File: src/rtl/atrc_pkg.sv
// Shared codes, character constants and result type for the AT reply line classifier.
package atrc_pkg;

  // Item operation codes
  localparam logic [1:0] OP_START = 2'd0;
  localparam logic [1:0] OP_BYTE  = 2'd1;
  localparam logic [1:0] OP_TICK  = 2'd2;

  // Result outcome codes
  localparam logic [1:0] OUT_OK      = 2'd0;
  localparam logic [1:0] OUT_ERR     = 2'd1;
  localparam logic [1:0] OUT_UNKNOWN = 2'd2;
  localparam logic [1:0] OUT_TIMEOUT = 2'd3;

  // Error matcher stages: 0..4 is the matched prefix length of the error tag
  localparam logic [3:0] ST_AFTER = 4'd5;
  localparam logic [3:0] ST_POS   = 4'd6;
  localparam logic [3:0] ST_NEG   = 4'd7;
  localparam logic [3:0] ST_DONE  = 4'd8;

  // Length of the full OK tail "+OK\r\n"
  localparam logic [2:0] OK_FULL = 3'd5;

  // Code magnitude ceiling and the sign flag kept once parsing is over
  localparam logic [16:0] MAG_LIMIT = 17'd32768;
  localparam logic [16:0] SIGN_FLAG = 17'h10000;

  // Characters
  localparam logic [7:0] CH_NUL   = 8'h00;
  localparam logic [7:0] CH_TAB   = 8'h09;
  localparam logic [7:0] CH_LF    = 8'h0A;
  localparam logic [7:0] CH_CR    = 8'h0D;
  localparam logic [7:0] CH_SPACE = 8'h20;
  localparam logic [7:0] CH_PLUS  = 8'h2B;
  localparam logic [7:0] CH_MINUS = 8'h2D;
  localparam logic [7:0] CH_ZERO  = 8'h30;
  localparam logic [7:0] CH_NINE  = 8'h39;
  localparam logic [7:0] CH_EQ    = 8'h3D;
  localparam logic [7:0] CH_E     = 8'h45;
  localparam logic [7:0] CH_K     = 8'h4B;
  localparam logic [7:0] CH_O     = 8'h4F;
  localparam logic [7:0] CH_R     = 8'h52;

  // One result transfer
  typedef struct packed {
    logic [1:0]  outcome;
    logic [15:0] code;
  } result_t;

  // Expected character of the OK tail at a given match position
  function automatic logic [7:0] ok_char(input logic [2:0] pos);
    logic [7:0] ch;
    case (pos)
      3'd0:    ch = CH_PLUS;
      3'd1:    ch = CH_O;
      3'd2:    ch = CH_K;
      3'd3:    ch = CH_CR;
      3'd4:    ch = CH_LF;
      default: ch = CH_NUL;
    endcase
    return ch;
  endfunction

  // Expected character of the error tag "+ERR=" at a given match position
  function automatic logic [7:0] err_char(input logic [3:0] pos);
    logic [7:0] ch;
    case (pos)
      4'd0:    ch = CH_PLUS;
      4'd1:    ch = CH_E;
      4'd2:    ch = CH_R;
      4'd3:    ch = CH_R;
      4'd4:    ch = CH_EQ;
      default: ch = CH_NUL;
    endcase
    return ch;
  endfunction

endpackage

File: src/rtl/atrc_line_parser.sv
// Line state registers, streaming matchers and result decision for one accepted item per cycle.
module atrc_line_parser #(
  parameter int LINE_BUFFER_LEN = 256
) (
  input  logic              clk,
  input  logic              rst,
  input  logic              accept,
  input  logic [1:0]        opcode,
  input  logic [7:0]        rx_byte,
  input  logic [15:0]       timeout_ticks,
  output logic              res_push,
  output atrc_pkg::result_t res,
  output logic              waiting
);
  import atrc_pkg::*;

  localparam int CNT_W = $clog2(LINE_BUFFER_LEN);
  localparam logic [CNT_W-1:0] CNT_LIMIT = CNT_W'(LINE_BUFFER_LEN - 1);

  // State registers
  logic [CNT_W-1:0] byte_count;
  logic             prev_was_cr;
  logic [2:0]       ok_tail_match;
  logic [3:0]       err_match_stage;
  logic [16:0]      code_accumulator;
  logic [15:0]      elapsed_ticks;
  logic [15:0]      last_error;
  logic             nul_seen;

  logic             waiting_next;
  logic [CNT_W-1:0] byte_count_next;
  logic             prev_was_cr_next;
  logic [2:0]       ok_tail_match_next;
  logic [3:0]       err_match_stage_next;
  logic [16:0]      code_accumulator_next;
  logic [15:0]      elapsed_ticks_next;
  logic [15:0]      last_error_next;
  logic             nul_seen_next;

  // Matcher outputs for the current byte
  logic [2:0]  ok_feed;
  logic [3:0]  stage_feed;
  logic [16:0] acc_feed;
  logic        is_digit;
  logic        is_space;
  logic [20:0] acc_x10;
  logic [15:0] code_final;
  logic        code_neg;
  logic [15:0] elapsed_inc;

  assign is_digit = (rx_byte >= CH_ZERO) && (rx_byte <= CH_NINE);
  assign is_space = (rx_byte == CH_SPACE) || ((rx_byte >= CH_TAB) && (rx_byte <= CH_CR));
  assign acc_x10  = 21'({code_accumulator, 3'b000}) + 21'({code_accumulator, 1'b0})
                  + 21'(rx_byte[3:0]);

  // Advance both pattern matchers and the code parser by one byte
  always_comb begin
    if ((ok_tail_match < OK_FULL) && (rx_byte == ok_char(ok_tail_match))) begin
      ok_feed = ok_tail_match + 3'd1;
    end else begin
      ok_feed = (rx_byte == CH_PLUS) ? 3'd1 : 3'd0;
    end

    stage_feed = err_match_stage;
    acc_feed   = code_accumulator;
    if (err_match_stage < ST_AFTER) begin
      if (rx_byte == err_char(err_match_stage)) begin
        stage_feed = err_match_stage + 4'd1;
      end else begin
        stage_feed = (rx_byte == CH_PLUS) ? 4'd1 : 4'd0;
      end
    end else if (err_match_stage == ST_AFTER) begin
      if (rx_byte == CH_MINUS) begin
        stage_feed = ST_NEG;
      end else if (rx_byte == CH_PLUS) begin
        stage_feed = ST_POS;
      end else if (is_digit) begin
        acc_feed   = 17'(rx_byte[3:0]);
        stage_feed = ST_POS;
      end else if (!is_space) begin
        stage_feed = ST_DONE;
      end
    end else if ((err_match_stage == ST_POS) || (err_match_stage == ST_NEG)) begin
      if (is_digit) begin
        acc_feed = (acc_x10 > 21'(MAG_LIMIT)) ? MAG_LIMIT : acc_x10[16:0];
      end else begin
        if (err_match_stage == ST_NEG) begin
          acc_feed = code_accumulator | SIGN_FLAG;
        end
        stage_feed = ST_DONE;
      end
    end
  end

  // Signed, saturated error code from the updated parser state
  assign code_neg = (stage_feed == ST_NEG) || ((stage_feed == ST_DONE) && acc_feed[16]);
  always_comb begin
    if (code_neg) begin
      code_final = 16'd0 - acc_feed[15:0];
    end else if (acc_feed[15]) begin
      code_final = 16'h7FFF;
    end else begin
      code_final = acc_feed[15:0];
    end
  end

  assign elapsed_inc = (elapsed_ticks != 16'hFFFF) ? (elapsed_ticks + 16'd1) : elapsed_ticks;

  // Next state and result for the accepted item
  always_comb begin
    waiting_next          = waiting;
    byte_count_next       = byte_count;
    prev_was_cr_next      = prev_was_cr;
    ok_tail_match_next    = ok_tail_match;
    err_match_stage_next  = err_match_stage;
    code_accumulator_next = code_accumulator;
    elapsed_ticks_next    = elapsed_ticks;
    last_error_next       = last_error;
    nul_seen_next         = nul_seen;
    res_push              = 1'b0;
    res.outcome           = OUT_UNKNOWN;
    res.code              = last_error;

    if (accept) begin
      unique case (opcode)
        OP_START: begin
          waiting_next          = 1'b1;
          byte_count_next       = '0;
          prev_was_cr_next      = 1'b0;
          ok_tail_match_next    = '0;
          err_match_stage_next  = '0;
          code_accumulator_next = '0;
          elapsed_ticks_next    = '0;
          nul_seen_next         = 1'b0;
        end
        OP_BYTE: begin
          if (waiting && (byte_count < CNT_LIMIT)) begin
            byte_count_next  = byte_count + CNT_W'(1);
            prev_was_cr_next = (rx_byte == CH_CR);
            // Text past a zero byte is not seen by the matchers
            if (!nul_seen) begin
              ok_tail_match_next    = ok_feed;
              err_match_stage_next  = stage_feed;
              code_accumulator_next = acc_feed;
              nul_seen_next         = (rx_byte == CH_NUL);
            end
            if (prev_was_cr && (rx_byte == CH_LF)) begin
              res_push     = 1'b1;
              waiting_next = 1'b0;
              if (ok_tail_match_next == OK_FULL) begin
                res.outcome = OUT_OK;
              end else if (err_match_stage_next >= ST_AFTER) begin
                res.outcome     = OUT_ERR;
                last_error_next = code_final;
                res.code        = code_final;
              end else begin
                res.outcome = OUT_UNKNOWN;
              end
            end
          end
        end
        OP_TICK: begin
          if (waiting) begin
            elapsed_ticks_next = elapsed_inc;
            if (elapsed_inc >= timeout_ticks) begin
              res_push     = 1'b1;
              waiting_next = 1'b0;
              res.outcome  = OUT_TIMEOUT;
            end
          end
        end
        default: begin
        end
      endcase
    end
  end

  // Hold the line state
  always_ff @(posedge clk) begin
    if (rst) begin
      waiting          <= 1'b0;
      byte_count       <= '0;
      prev_was_cr      <= 1'b0;
      ok_tail_match    <= '0;
      err_match_stage  <= '0;
      code_accumulator <= '0;
      elapsed_ticks    <= '0;
      last_error       <= 16'hFFFF;
      nul_seen         <= 1'b0;
    end else begin
      waiting          <= waiting_next;
      byte_count       <= byte_count_next;
      prev_was_cr      <= prev_was_cr_next;
      ok_tail_match    <= ok_tail_match_next;
      err_match_stage  <= err_match_stage_next;
      code_accumulator <= code_accumulator_next;
      elapsed_ticks    <= elapsed_ticks_next;
      last_error       <= last_error_next;
      nul_seen         <= nul_seen_next;
    end
  end

endmodule

File: src/rtl/atrc_out_buf.sv
// Two-entry result register with skid slot, so input is taken while a result waits.
module atrc_out_buf (
  input  logic              clk,
  input  logic              rst,
  input  logic              push,
  input  atrc_pkg::result_t push_data,
  output logic              full,
  output logic              head_valid,
  output atrc_pkg::result_t head_data,
  input  logic              head_stall
);
  import atrc_pkg::*;

  logic    skid_valid;
  result_t skid_data;
  logic    pop;

  assign pop  = head_valid && !head_stall;
  assign full = skid_valid;

  // Control: advance the skid into the head on a transfer, park a new result otherwise
  always_ff @(posedge clk) begin
    if (rst) begin
      head_valid <= 1'b0;
      skid_valid <= 1'b0;
    end else if (pop) begin
      if (skid_valid) begin
        skid_valid <= 1'b0;
      end else begin
        head_valid <= push;
      end
    end else if (push) begin
      if (!head_valid) begin
        head_valid <= 1'b1;
      end else begin
        skid_valid <= 1'b1;
      end
    end
  end

  // Payload
  always_ff @(posedge clk) begin
    if (pop) begin
      if (skid_valid) begin
        head_data <= skid_data;
      end else if (push) begin
        head_data <= push_data;
      end
    end else if (push) begin
      if (!head_valid) begin
        head_data <= push_data;
      end else begin
        skid_data <= push_data;
      end
    end
  end

endmodule

File: src/rtl/at_response_line_classifier.sv
// Top level of the AT reply line classifier: timeout register, parser and result buffer.
//
// Usage:
//   Items arrive on the item channel (item_valid / item_stall) as an opcode and a
//   received byte: start a new wait, one reply byte, or one millisecond tick.
//   A start clears the line state; the first CR LF of the reply then gives one
//   result (OK, error with code, unknown reply), or enough ticks give a timeout.
//   After a result, bytes and ticks are dropped until the next start.
//   Results leave on the result channel (result_valid / result_stall) with the
//   outcome and the last error code (-1 until an error reply has been seen).
//   cfg_write_en / cfg_write_data load the timeout in ticks; write it while idle.
// Timing:
//   One item is taken every cycle while item_stall is low. A result goes straight
//   into the result register when that is empty, else into the skid slot behind it,
//   so input keeps flowing while one result waits; item_stall rises only when both
//   slots hold results, and falls the cycle after the receiver takes one.
// Reset:
//   rst is synchronous. It empties the result slots, ends any wait, restores a
//   timeout of 1000 ticks and sets the last error to -1.
module at_response_line_classifier #(
  parameter int LINE_BUFFER_LEN = 256
) (
  input  logic               clk,
  input  logic               rst,
  input  logic               item_valid,
  output logic               item_stall,
  input  logic [1:0]         opcode,
  input  logic [7:0]         rx_byte,
  output logic               result_valid,
  input  logic               result_stall,
  output logic [1:0]         outcome,
  output logic signed [15:0] error_code,
  input  logic               cfg_write_en,
  input  logic [15:0]        cfg_write_data
);
  import atrc_pkg::*;

  logic [15:0] timeout_ticks;
  logic        accept;
  logic        res_push;
  result_t     res;
  result_t     head;
  logic        buf_full;
  logic        waiting;
  logic [15:0] u_parser_last_error_view;
  logic [15:0] last_err_shadow;

  // Timeout register
  always_ff @(posedge clk) begin
    if (rst) begin
      timeout_ticks <= 16'd1000;
    end else if (cfg_write_en) begin
      timeout_ticks <= cfg_write_data;
    end
  end

  assign accept     = item_valid && !item_stall;
  assign item_stall = buf_full;

  atrc_line_parser #(
    .LINE_BUFFER_LEN(LINE_BUFFER_LEN)
  ) u_parser (
    .clk          (clk),
    .rst          (rst),
    .accept       (accept),
    .opcode       (opcode),
    .rx_byte      (rx_byte),
    .timeout_ticks(timeout_ticks),
    .res_push     (res_push),
    .res          (res),
    .waiting      (waiting)
  );

  atrc_out_buf u_out_buf (
    .clk       (clk),
    .rst       (rst),
    .push      (res_push),
    .push_data (res),
    .full      (buf_full),
    .head_valid(result_valid),
    .head_data (head),
    .head_stall(result_stall)
  );

  assign outcome    = head.outcome;
  assign error_code = signed'(head.code);

  // Shadow of the last error, updated from error results only
  always_ff @(posedge clk) begin
    if (rst) begin
      last_err_shadow <= 16'hFFFF;
    end else if (res_push && (res.outcome == OUT_ERR)) begin
      last_err_shadow <= res.code;
    end
  end
  assign u_parser_last_error_view = last_err_shadow;

  // A full skid slot always sits behind a presented result
  a_stall_has_result: assert property (@(posedge clk) disable iff (rst)
    item_stall |-> result_valid)
    else $error("input stalled with no result presented");

  // Only an accepted byte or tick can produce a result
  a_push_from_item: assert property (@(posedge clk) disable iff (rst)
    res_push |-> (accept && ((opcode == OP_BYTE) || (opcode == OP_TICK))))
    else $error("result produced without a byte or tick transfer");

  // A result ends the wait
  a_push_ends_wait: assert property (@(posedge clk) disable iff (rst)
    res_push |=> !waiting)
    else $error("still waiting after a result");

  // Non-error outcomes carry the kept last error unchanged
  a_code_kept: assert property (@(posedge clk) disable iff (rst)
    (res_push && (res.outcome != OUT_ERR)) |-> (res.code == u_parser_last_error_view))
    else $error("error code changed on a non-error result");

endmodule

File: config.mk
export PLATFORM = sky130hd
export DESIGN_NAME = at_response_line_classifier
export DESIGN_NICKNAME = d
export VERILOG_FILES = /design/src/rtl/atrc_pkg.sv /design/src/rtl/atrc_line_parser.sv /design/src/rtl/atrc_out_buf.sv /design/src/rtl/at_response_line_classifier.sv
export SDC_FILE = /design/constraint.sdc
export NUM_CORES = 1
export LEC_CHECK = 0
export ABC_AREA = 1
export BUFFER_PORTS_ARGS = -buffer_cell sky130_fd_sc_hd__buf_2
export CAP_MARGIN = 20
export CORE_MARGIN = 2
export CORE_UTILIZATION = 67
export DETAILED_ROUTE_END_ITERATION = 12
export PLACE_DENSITY = 0.84
export SYNTH_ARGS = -nofsm -noshare
export SYNTH_HDL_FRONTEND = slang
export SYNTH_HIERARCHICAL = 1
export SYNTH_SLANG_ARGS = --single-unit
File: constraint.sdc
create_clock -name clk -period 11.1 [get_ports clk]
set_input_delay 1.11 -clock clk [delete_from_list [all_inputs] [get_ports clk]]
set_output_delay 1.11 -clock clk [all_outputs]
set_load 0.02 [all_outputs]
==> results of run 1 <==
==> per-stage QoR <==
step                      instances  total power [mW]
final                          1641              1.06
after global routing           1641              1.10
after CTS                      1639              1.07
after detailed placement       1607             0.519
after global placement         1606             0.518
after floorplan                1418             0.504
==> where the power goes <==
group / switching (mW) / internal [mW] / leakage [nW]
logic: 0.0344 / 0.0169 / 3.83
clock network: 0.201 / 0.351 / 0.282
registers: 0.00250 / 0.457 / 1.01
total: 0.238 / 0.825 / 5.12
==> cell families after synthesis <==
| kind of cell | after synthesis | synth area share (%) |
|---|---|---|
| flip-flops | 121 | 30.3 |
| AO/OA/AOI/OAI | 168 | 10.3 |
| buffers and inverters | 230 | 10.3 |
| XOR/XNOR | 23 | 2.19 |
| AND/OR/NAND/NOR | 810 | 37.8 |
| adder cells (fa/ha/maj) | 66 | 9.14 |
==> per-layer routing <==
layer  part of all wire [%]  track usage, %  vias to the layer above  routed length, um
met4                    1.8            10.8                        0                403
met3                    5.3            5.08                       46               1180
met5                      0               0                        -                  0
li1                       -               -                     4631                  -
met2                     49            52.4                      312              10900
met1                     44            39.6                     4101               9970
==> synthesized netlist by cell type, drive strengths merged (8+ instances only) <==
cell,instances,area [um2]
nand2,508,1950
inv,191,717
nor2,121,515
nand3,111,573
a21oi,99,499
dfxtp,85,1700
ha,64,801
o21ai,42,229
nand4,41,257
edfxtp,36,1080
buf,22,169
clkbuf,17,63.8
xor2,15,131
nor3,12,70.1
xnor2,8,70.1
==> worst min-delay path by stage <==
stage / endpoint / slack (ps) / cells past startpoint
after floorplan: timeout_ticks[3] / 430 / 2
after CTS: timeout_ticks[9] / 460 / 2
after detailed placement: timeout_ticks[6] / 450 / 2
after global routing: u_parser/last_error[5] / 490 / 2
final: timeout_ticks[9] / 460 / 2
after global placement: timeout_ticks[9] / 440 / 2
==> state kept, by name (all words and copies together) (netlist names) <==
register	count
u_parser/ok_tail_match	3
u_parser/err_match_stage	4
u_parser/code_accumulator	17
u_out_buf/head_valid	1
u_out_buf/skid_data	18
u_parser/prev_was_cr	1
u_parser/elapsed_ticks	16
u_parser/last_error	16
u_parser/nul_seen	1
timeout_ticks	16
u_parser/byte_count	8
u_parser/waiting	1
u_out_buf/head_data	18
u_out_buf/full	1
==> worst min-delay path, delay by kind of cell, from the launching register on <==
| family | cells | cell delay, ps |
|---|---|---|
| simple gates | 2 | 110 |
| flops | 1 | 320 |
==> cell type report <==
class	instances	area [um2]	share of cell area, %
multi-input combinational	1067	5470	54.4
clock buffer	19	433	4.31
tap	176	220	2.19
timing repair buffer	54	280	2.79
inverter	191	717	7.13
clock inverter	13	154	1.53
sequential	121	2780	27.7
==> results.txt, run 1 <==
CP Class: in -> reg
Slew Viols, Final: 0
Levels on crit path: 28
CTS tree: done
DRT Pass-1 Iters: 6
async set-reset flop share out of synthesis: 0%
dpl hpwl: 16200 um
DR vias: 9090
Achievable Freq: 0.195 GHz
Leak: 5.12 nW
ratio of cells with drive above 1 in the final layout: 8.87%
final setup vio count: 0
commonest cells after routing, fill and taps aside: nand2_1, inv_1, nor2_1
Final Cell Area: 10100 um2
die area: 14700 um2
Tcrit/Tclk final: 46.3%
top_reg_cell synth: dfxtp_1
CP max FO: 11
first-pass GRT wire length: 37000 um
Post-synth EDFFs: 36
Critical Path RT: 11260 ps
final setup margin: 5960 ps
Crit path top cell by count: nand2_1
initial core utilization: 68.9%
hold crit path type: reg -> reg
most common cell after layout, fill and taps aside: nand2_1
Hold Crit Start: timeout_ticks[9]
Skew-Pair Late Insertion Delay: 410 ps
CTS Buf Count: 17
Area Overhead vs Synth: 9.32%
r2r endpoint: u_out_buf/skid_data[8]
Yosys cell types: 51
Critical path origin: rx_byte[3]
Antenna Nets Post-Route: 0
RSZ-0062 raised after global routing: false
Pwr Density: 106 nW/um2
Final Util: 75.3%
RePlAce Congestion: 0.964
Slowest cell on crit path: nor3_2
Avg Cell Area, Syn: 6.49 um2
Total GRT Usage: 30.8%
vias per cell: 5.54
worst hold slack: 462 ps
CP arrival: 5300 ps
Port Buffer Count: 50
Slew @ Worst Pin: 998 ps
max-cap viol count: 0
Core Footprint: 13300 um2
peak supply drop: 143 uV
Final Hold Vio Count: 0
Critical Path Start Type: input port
DP Worst Slack: 5640 ps
# fillers: 1103
CP Capture Point: u_out_buf/head_data[14]
Worst path top cell family by delay: simple AND/OR/NAND/NOR gates
Die Y: 121 um
hold buffers post-CTS: 0
Mapped Cells: 1418
row cnt: 42
worst reg2reg path depth: 27
Detailed Route Iter0 Violations: 694
nets: 1549
CTS Root Cell: clkbuf_16
H-tree Lvls: 4
Bufs on Longest Clock Path: 2
largest net degree at the start of global routing: 50
worst r2r src: u_parser/elapsed_ticks[0]
vias in the first global route: 8256
post-CTS setup buffer count: 0
Post-Syn Area: 9200 um2
Crit. End Element: register
Min Clock Period, post-route: 5140 ps
syn nets: 1515
Setup TNS Final: 0 ps
# clock sinks: 121
drt total wl: 22500 um
Seq/Total Area, Yosys: 30.3%
Die X: 121 um
Synth Register Bits: 121
FF-to-FF setup slack: 6020 ps
Post-Place Cell Area: 9450 um2
outcome: finished clean
initial antenna violation count: 0
total gr overflow: 0
crit path buf inv count: 4
wire per inst: 13.7 um
Max stage delay on crit path: 550 ps
worst relative slew slack: 33.4%
Residual DRC: 0
Setup Skew: 6.72 ps
# IOs: 51
# resized after CTS: 0
Clk pin slew, worst setup/hold paths: 50 ps
yosys warns: 6
diode count: 0
No activity file was read; power rests on OpenSTA's default activity.
==> run 2: changes to the inputs <==
--- a/config.mk
+++ b/config.mk
@@ -9,9 +9,9 @@
 export BUFFER_PORTS_ARGS = -buffer_cell sky130_fd_sc_hd__buf_2
 export CAP_MARGIN = 20
 export CORE_MARGIN = 2
-export CORE_UTILIZATION = 67
+export CORE_UTILIZATION = 57
 export DETAILED_ROUTE_END_ITERATION = 12
-export PLACE_DENSITY = 0.84
+export PLACE_DENSITY = 0.76
 export SYNTH_ARGS = -nofsm -noshare
 export SYNTH_HDL_FRONTEND = slang
 export SYNTH_HIERARCHICAL = 1
==> constraint.sdc (replaced) <==
create_clock -name clk -period 4.5 [get_ports clk]
set_input_delay 0.45 -clock clk [delete_from_list [all_inputs] [get_ports clk]]
set_output_delay 0.45 -clock clk [all_outputs]
set_load 0.02 [all_outputs]
==> run 2 against run 1 <==
Combinational power rose to 2.5 times the previous value; highest routed layer unchanged; first-iteration DRC count down 3.5%; largest power group unchanged; critical endpoint is now u_out_buf/head_data[13]; clock power up 140%; total power increased by 140%; hold slack worse by 220 ps; largest cell class unchanged.
==> results.txt, run 2 (synthesized netlist as in run 1, its figures left out) <==
Bufs on Longest Clock Path: 2 (unchanged)
Residual DRC: 0 (unchanged)
Post-Place Cell Area: 9620 um2 (was 9450 um2)
Setup Skew: 9.00 ps (was 6.72 ps)
Pwr Density: 252 nW/um2 (was 106 nW/um2)
Critical Path Start Type: register (was input port)
Pwr Total: 2.59 mW (was 1.06 mW)
Slew @ Worst Pin: 738 ps (was 998 ps)
Final Hold Vio Count: 0 (unchanged)
drt total wl: 22400 um (was 22500 um)
Hold Crit Start: cfg_write_data[3] (was timeout_ticks[9])
RePlAce Congestion: 0.956 (was 0.964)
final setup vio count: 0 (unchanged)
Detailed Route Iter0 Violations: 670 (was 694)
vias per cell: 5.27 (was 5.54)
commonest cells after routing, fill and taps aside: nand2_1, inv_1, nor2_1 (unchanged)
Storage cell area: 2790 um2 (was 2780 um2)
CTS Buf Count: 17 (unchanged)
met2 usage: 43.7% (was 52.4%)
hold buffers post-CTS: 0 (unchanged)
diode count: 0 (unchanged)
total gr overflow: 0 (unchanged)
Worst path top cell family by delay: simple AND/OR/NAND/NOR gates (unchanged)
Die X: 131 um (was 121 um)
Slew Viols, Final: 0 (unchanged)
wire per inst: 13.2 um (was 13.7 um)
CTS Root Cell: clkbuf_16 (unchanged)
Max stage delay on crit path: 380 ps (was 550 ps)
Slowest cell on crit path: dfxtp_1 (was nor3_2)
Crit. End Element: register (unchanged)
max-cap viol count: 0 (unchanged)
# IOs: 51 (unchanged)
Core Footprint: 15800 um2 (was 13300 um2)
initial antenna violation count: 0 (unchanged)
Final Cell Area: 10300 um2 (was 10100 um2)
Leak: 5.24 nW (was 5.12 nW)
dpl hpwl: 16500 um (was 16200 um)
Crit path top cell by count: nand2_1 (unchanged)
peak supply drop: 255 uV (was 143 uV)
grt met3 use: 4.56% (was 5.08%)
Critical Path RT: 4670 ps (was 11260 ps)
hold depth: 3 (was 2)
hold crit path type: in -> reg (was reg -> reg)
initial core utilization: 58.1% (was 68.9%)
CP Class: reg -> reg (was in -> reg)
CP max FO: 18 (was 11)
nets: 1568 (was 1549)
Total GRT Usage: 26.6% (was 30.8%)
Area Overhead vs Synth: 11.9% (was 9.32%)
Antenna Nets Post-Route: 0 (unchanged)
worst reg2reg path depth: 30 (was 27)
CP arrival: 4410 ps (was 5300 ps)
first-pass GRT wire length: 36900 um (was 37000 um)
Largest regs: u_out_buf/head_data (18), u_out_buf/skid_data (18), u_parser/code_accumulator (17) (unchanged)
final setup margin: 266 ps (was 5960 ps)
H-tree Lvls: 4 (unchanged)
Tcrit/Tclk final: 94.1%
row cnt: 46 (was 42)
die area: 17200 um2 (was 14700 um2)
vias in the first global route: 8022 (was 8256)
ratio of cells with drive above 1 in the final layout: 10.8% (was 8.87%)
Clk pin slew, worst setup/hold paths: 60 ps (was 50 ps)
# fillers: 1444 (was 1103)
DR vias: 8951 (was 9090)
largest net degree at the start of global routing: 50 (unchanged)
CTS tree: done (unchanged)
DRT Pass-1 Iters: 6 (unchanged)
Multi-input gate area: 5500 um2 (was 5470 um2)
r2r endpoint: u_out_buf/head_data[13] (was u_out_buf/skid_data[8])
Skew-Pair Late Insertion Delay: 420 ps (was 410 ps)
Min Clock Period, post-route: 4230 ps
worst r2r src: u_parser/elapsed_ticks[1] (was u_parser/elapsed_ticks[0])
Hold Path End: timeout_ticks[3] (was timeout_ticks[9])
grt peak-use layer: met2 (unchanged)
DP Worst Slack: 148 ps (was 5640 ps)
Port Buffer Count: 50 (unchanged)
# clock sinks: 121 (unchanged)
Achievable Freq: 0.236 GHz
crit path buf inv count: 7 (was 4)
Die Y: 131 um (was 121 um)
met1 usage: 35.6% (was 39.6%)
outcome: finished clean (unchanged)
FF-to-FF setup slack: 270 ps (was 6020 ps)
worst relative slew slack: 50.8% (was 33.4%)
most common cell after layout, fill and taps aside: nand2_1 (unchanged)
==> run 2: cell count changes in the layout (fill, tap and decap cells not counted), moves of 3 or more <==
cell	previous run	this run
inv_4	0	3
dfxtp_1	85	82
dfxtp_2	0	3
buf_4	4	19
==> run 2: power breakdown <==
| group | internal, mW | switching (mW) |
|---|---|---|
| clock | 0.830 | 0.498 |
| combinational | 0.0428 | 0.0858 |
| sequential | 1.13 | 0.00603 |
| total | 2.00 | 0.590 |
==> run 2: cell type report <==
type	instances	area share, %
inverter	191	6.97
timing repair buffer	72	4.23
sequential	121	27.1
clock buffer	18	4.27
clock inverter	13	1.39
multi-input combinational	1068	53.4
tap	216	2.63
==> run 2: per-layer routing <==
metal / wire length, um / vias up / part of all wire [%]
li1: - / 4674 / -
met1: 10300 / 3984 / 46
met2: 10500 / 246 / 47
met3: 1130 / 47 / 5.1
met4: 536 / 0 / 2.4
met5: 0 / - / 0
==> run 2: worst max path at each step <==
| stage | start | end | slack (ps) | cells after the start |
|---|---|---|---|---|
| 2_1_floorplan | u_parser/elapsed_ticks[0] | u_out_buf/skid_data[0] | 140 | 28 |
| 6_report | u_parser/elapsed_ticks[1] | u_out_buf/head_data[13] | 270 | 30 |
| 4_1_cts | u_parser/elapsed_ticks[0] | u_out_buf/skid_data[13] | 120 | 28 |
| 3_3_place_gp | rx_byte[3] | u_out_buf/head_data[8] | 240 | 29 |
| 3_5_place_dp | rx_byte[3] | u_out_buf/head_data[8] | 150 | 29 |
| 5_1_grt | u_parser/elapsed_ticks[1] | u_out_buf/head_data[13] | -110 | 30 |
==> run 2: through the flow <==
stage	hold slack (ps)	TNS, ps	util, %	instances
floorplan	429	0	-	1418
global placement	441	0	60.8	1661
detailed placement	444	0	60.8	1661
CTS	230	0	64.4	1692
global route	247	-3500	65.0	1699
finish	239	0	65.0	1699
==> run 2: tightest hold or removal path: cells and delay by family <==
family        cells  cell delay [ps]
buf+inv           1               70
simple gates      2              100
==> run 2: timing repair <==
action                     CTS  global route
setup endpoints to repair    0            48
gates resized for setup      0            17
setup buffers                0             3
==> run 3: changes to the inputs <==
--- a/config.mk
+++ b/config.mk
@@ -14,5 +14,4 @@
 export PLACE_DENSITY = 0.76
 export SYNTH_ARGS = -nofsm -noshare
 export SYNTH_HDL_FRONTEND = slang
-export SYNTH_HIERARCHICAL = 1
 export SYNTH_SLANG_ARGS = --single-unit
==> run 3 against run 2 <==
Sequential share of layout area is 0.38 points higher; routed wire length decreased by 3.0%; largest power group unchanged; flip-flop and latch count is the same; die area fell by 2.0%; total power up 0.34%; largest cell class unchanged.
==> results.txt, run 3 <==
nets: 1501 (was 1568)
CTS Buf Count: 17 (unchanged)
# IOs: 51 (unchanged)
Max stage delay on crit path: 500 ps (was 380 ps)
die area: 16800 um2 (was 17200 um2)
synth top area cells: dfxtp_1, nand2_1, edfxtp_1 (was nand2_1, dfxtp_1, edfxtp_1)
Largest regs: u_out_buf.head_data (18), u_out_buf.skid_data (18), u_parser.code_accumulator (17) (was u_out_buf/head_data (18), u_out_buf/skid_data (18), u_parser/code_accumulator (17))
cell taking the most area after synthesis: dfxtp_1 (was nand2_1)
Post-synth EDFFs: 36 (unchanged)
dpl hpwl: 16200 um (was 16500 um)
drt total wl: 21800 um (was 22400 um)
yosys warns: 0 (was 6)
peak supply drop: 330 uV (was 255 uV)
DRT Pass-1 Iters: 5 (was 6)
Final Hold Vio Count: 0 (unchanged)
Crit path top cell by count: nand2_1 (unchanged)
Slew @ Worst Pin: 582 ps (was 738 ps)
Bufs on Longest Clock Path: 2 (unchanged)
Setup Skew: 9.26 ps (was 9.00 ps)
# clock sinks: 121 (unchanged)
largest net degree at the start of global routing: 52 (was 50)
Final Cell Area: 10100 um2 (was 10300 um2)
Pwr Total: 2.60 mW (was 2.59 mW)
Setup TNS Final: 0 ps (unchanged)
Slowest cell on crit path: fa_1 (was dfxtp_1)
top cells by count, synth: nand2_1, inv_1, a21oi_1, nand3_1, nor2_1 (was nand2_1, inv_1, nor2_1, nand3_1, a21oi_1)
initial core utilization: 58.8% (was 58.1%)
Leak: 4.74 nW (was 5.24 nW)
RePlAce Congestion: 0.898 (was 0.956)
Die Y: 130 um (was 131 um)
Residual DRC: 0 (unchanged)
initial antenna violation count: 1 (was 0)
Clk pin slew, worst setup/hold paths: 60 ps (about the same)
Post-Place Cell Area: 9510 um2 (was 9620 um2)
CP max FO: 10 (was 18)
Slew Viols, Final: 0 (unchanged)
post-CTS setup buffer count: 0 (unchanged)
Critical Path RT: 4660 ps (was 4670 ps)
CP Class: reg -> reg (unchanged)
Detailed Route Iter0 Violations: 762 (was 670)
final setup margin: 411 ps (was 266 ps)
most common cell after layout, fill and taps aside: nand2_1 (unchanged)
Core Footprint: 15300 um2 (was 15800 um2)
outcome: finished clean (unchanged)
ratio of cells with drive above 1 in the final layout: 12.3% (was 10.8%)
wire per inst: 13.4 um (was 13.2 um)
worst relative slew slack: 61.2% (was 50.8%)
Avg Cell Area, Syn: 6.67 um2 (was 6.49 um2)
Synth Register Bits: 121 (unchanged)
syn nets: 1448 (was 1515)
vias per cell: 5.36 (was 5.27)
row cnt: 45 (was 46)
Critical Path Start Type: register (unchanged)
Min Clock Period, post-route: 4090 ps (was 4230 ps)
Port Buffer Count: 50 (unchanged)
CP arrival: 4250 ps (was 4410 ps)
Total GRT Usage: 27.0% (was 26.6%)
top_reg_cell synth: dfxtp_1 (unchanged)
Skew-Pair Late Insertion Delay: 410 ps (was 420 ps)
Achievable Freq: 0.245 GHz (was 0.236 GHz)
first-pass GRT wire length: 37300 um (was 36900 um)
Seq/Total Area, Yosys: 30.9% (was 30.3%)
Synth top area share: 18.9% (was 20.2%)
vias in the first global route: 8275 (was 8022)
hold crit path type: in -> reg (unchanged)
top-count cell post-synth: nand2_1 (unchanged)
CTS tree: done (unchanged)
Pwr Density: 256 nW/um2 (was 252 nW/um2)
commonest cells after routing, fill and taps aside: nand2_1, inv_1, a21oi_1 (was nand2_1, inv_1, nor2_1)
async set-reset flop share out of synthesis: 0% (unchanged)
Tcrit/Tclk final: 90.9% (was 94.1%)
# resized after CTS: 0 (unchanged)
final setup vio count: 0 (unchanged)
Mapped Cells: 1350 (was 1418)
total gr overflow: 0 (unchanged)
CTS Root Cell: clkbuf_16 (unchanged)
Crit. End Element: register (unchanged)
Yosys cell types: 52 (was 51)
H-tree Lvls: 4 (unchanged)
hold buffers post-CTS: 0 (unchanged)
Antenna Nets Post-Route: 0 (unchanged)
Die X: 130 um (was 131 um)
max-cap viol count: 0 (unchanged)
Area Overhead vs Synth: 12.6% (was 11.9%)
Post-Syn Area: 9000 um2 (was 9200 um2)
DR vias: 8731 (was 8951)
DP Worst Slack: 202 ps (was 148 ps)
==> run 3: changes by cell type after synthesis, sizes merged, moves of 4 or more <==
| cell | previous run | this run |
|---|---|---|
| nand4 | 41 | 18 |
| inv | 191 | 168 |
| clkbuf | 17 | 23 |
| clkinv | 0 | 4 |
| o21ai | 42 | 74 |
| buf | 22 | 15 |
| a21oi | 99 | 122 |
| nor4 | 0 | 5 |
| nand3 | 111 | 123 |
| xnor2 | 8 | 2 |
| nand2 | 508 | 419 |
| nor2 | 121 | 110 |
==> run 3: cells by family (layout without fill, tap and decap cells) <==
kind of cell,count (synthesis),count (layout),share of synthesized area [%]
compound gates,230,230,14.4
fa+ha+maj,67,67,9.48
simple gates,708,708,34.5
other cells,0,1,0
flops,121,121,30.9
buf+inv,210,276,9.38
xor+xnor,14,14,1.36
==> run 3: worst max-delay path: cells and delay by family, from the launching register on <==
kind	cells	cell delay (ps)
adder cells (fa/ha/maj)	2	990
buffers and inverters	4	370
AND/OR/NAND/NOR	23	2110
flip-flops	1	370
==> run 3: layer usage <==
metal	wire length, um	up-vias	track usage [%]
li1	-	4537	-
met1	10100	3936	35.4
met2	10300	223	46.4
met3	958	35	4.18
met4	413	0	7.97
met5	0	-	0
==> run 3: area by class of cell <==
type | count | area [um2]
fillers | 1401 | 5180
flip-flops and latches | 121 | 2780
clock inverters | 11 | 108
repair buffers | 72 | 432
well taps | 211 | 264
diodes | 1 | 2.50
clock buffers | 21 | 493
multi-input cells | 1019 | 5400
inverters | 172 | 654
==> run 3: final timing paths <==
check	startpoint	to	slack [ps]	cells past startpoint
max	u_parser.code_accumulator[0]	u_out_buf.head_data[12]	410	29
min	cfg_write_data[3]	timeout_ticks[3]	260	3
min reg2reg	timeout_ticks[13]	timeout_ticks[13]	460	2
max reg2reg	u_parser.code_accumulator[0]	u_out_buf.head_data[12]	410	29
==> run 3: stage by stage <==
| step | std cells | hold slack (ps) | util [%] |
|---|---|---|---|
| final | 1628 | 259 | 66.2 |
| after global routing | 1627 | 256 | 66.2 |
| after CTS | 1626 | 250 | 66.0 |
| after detailed placement | 1594 | 457 | 62.1 |
| after global placement | 1593 | 450 | 62.0 |
| after floorplan | 1350 | 431 | - |
==> run 3: report_power, final <==
| group | switching (mW) | total [mW] | internal, mW |
|---|---|---|---|
| clock | 0.503 | 1.35 | 0.845 |
| combinational | 0.0804 | 0.121 | 0.0401 |
| sequential | 0.00351 | 1.13 | 1.13 |
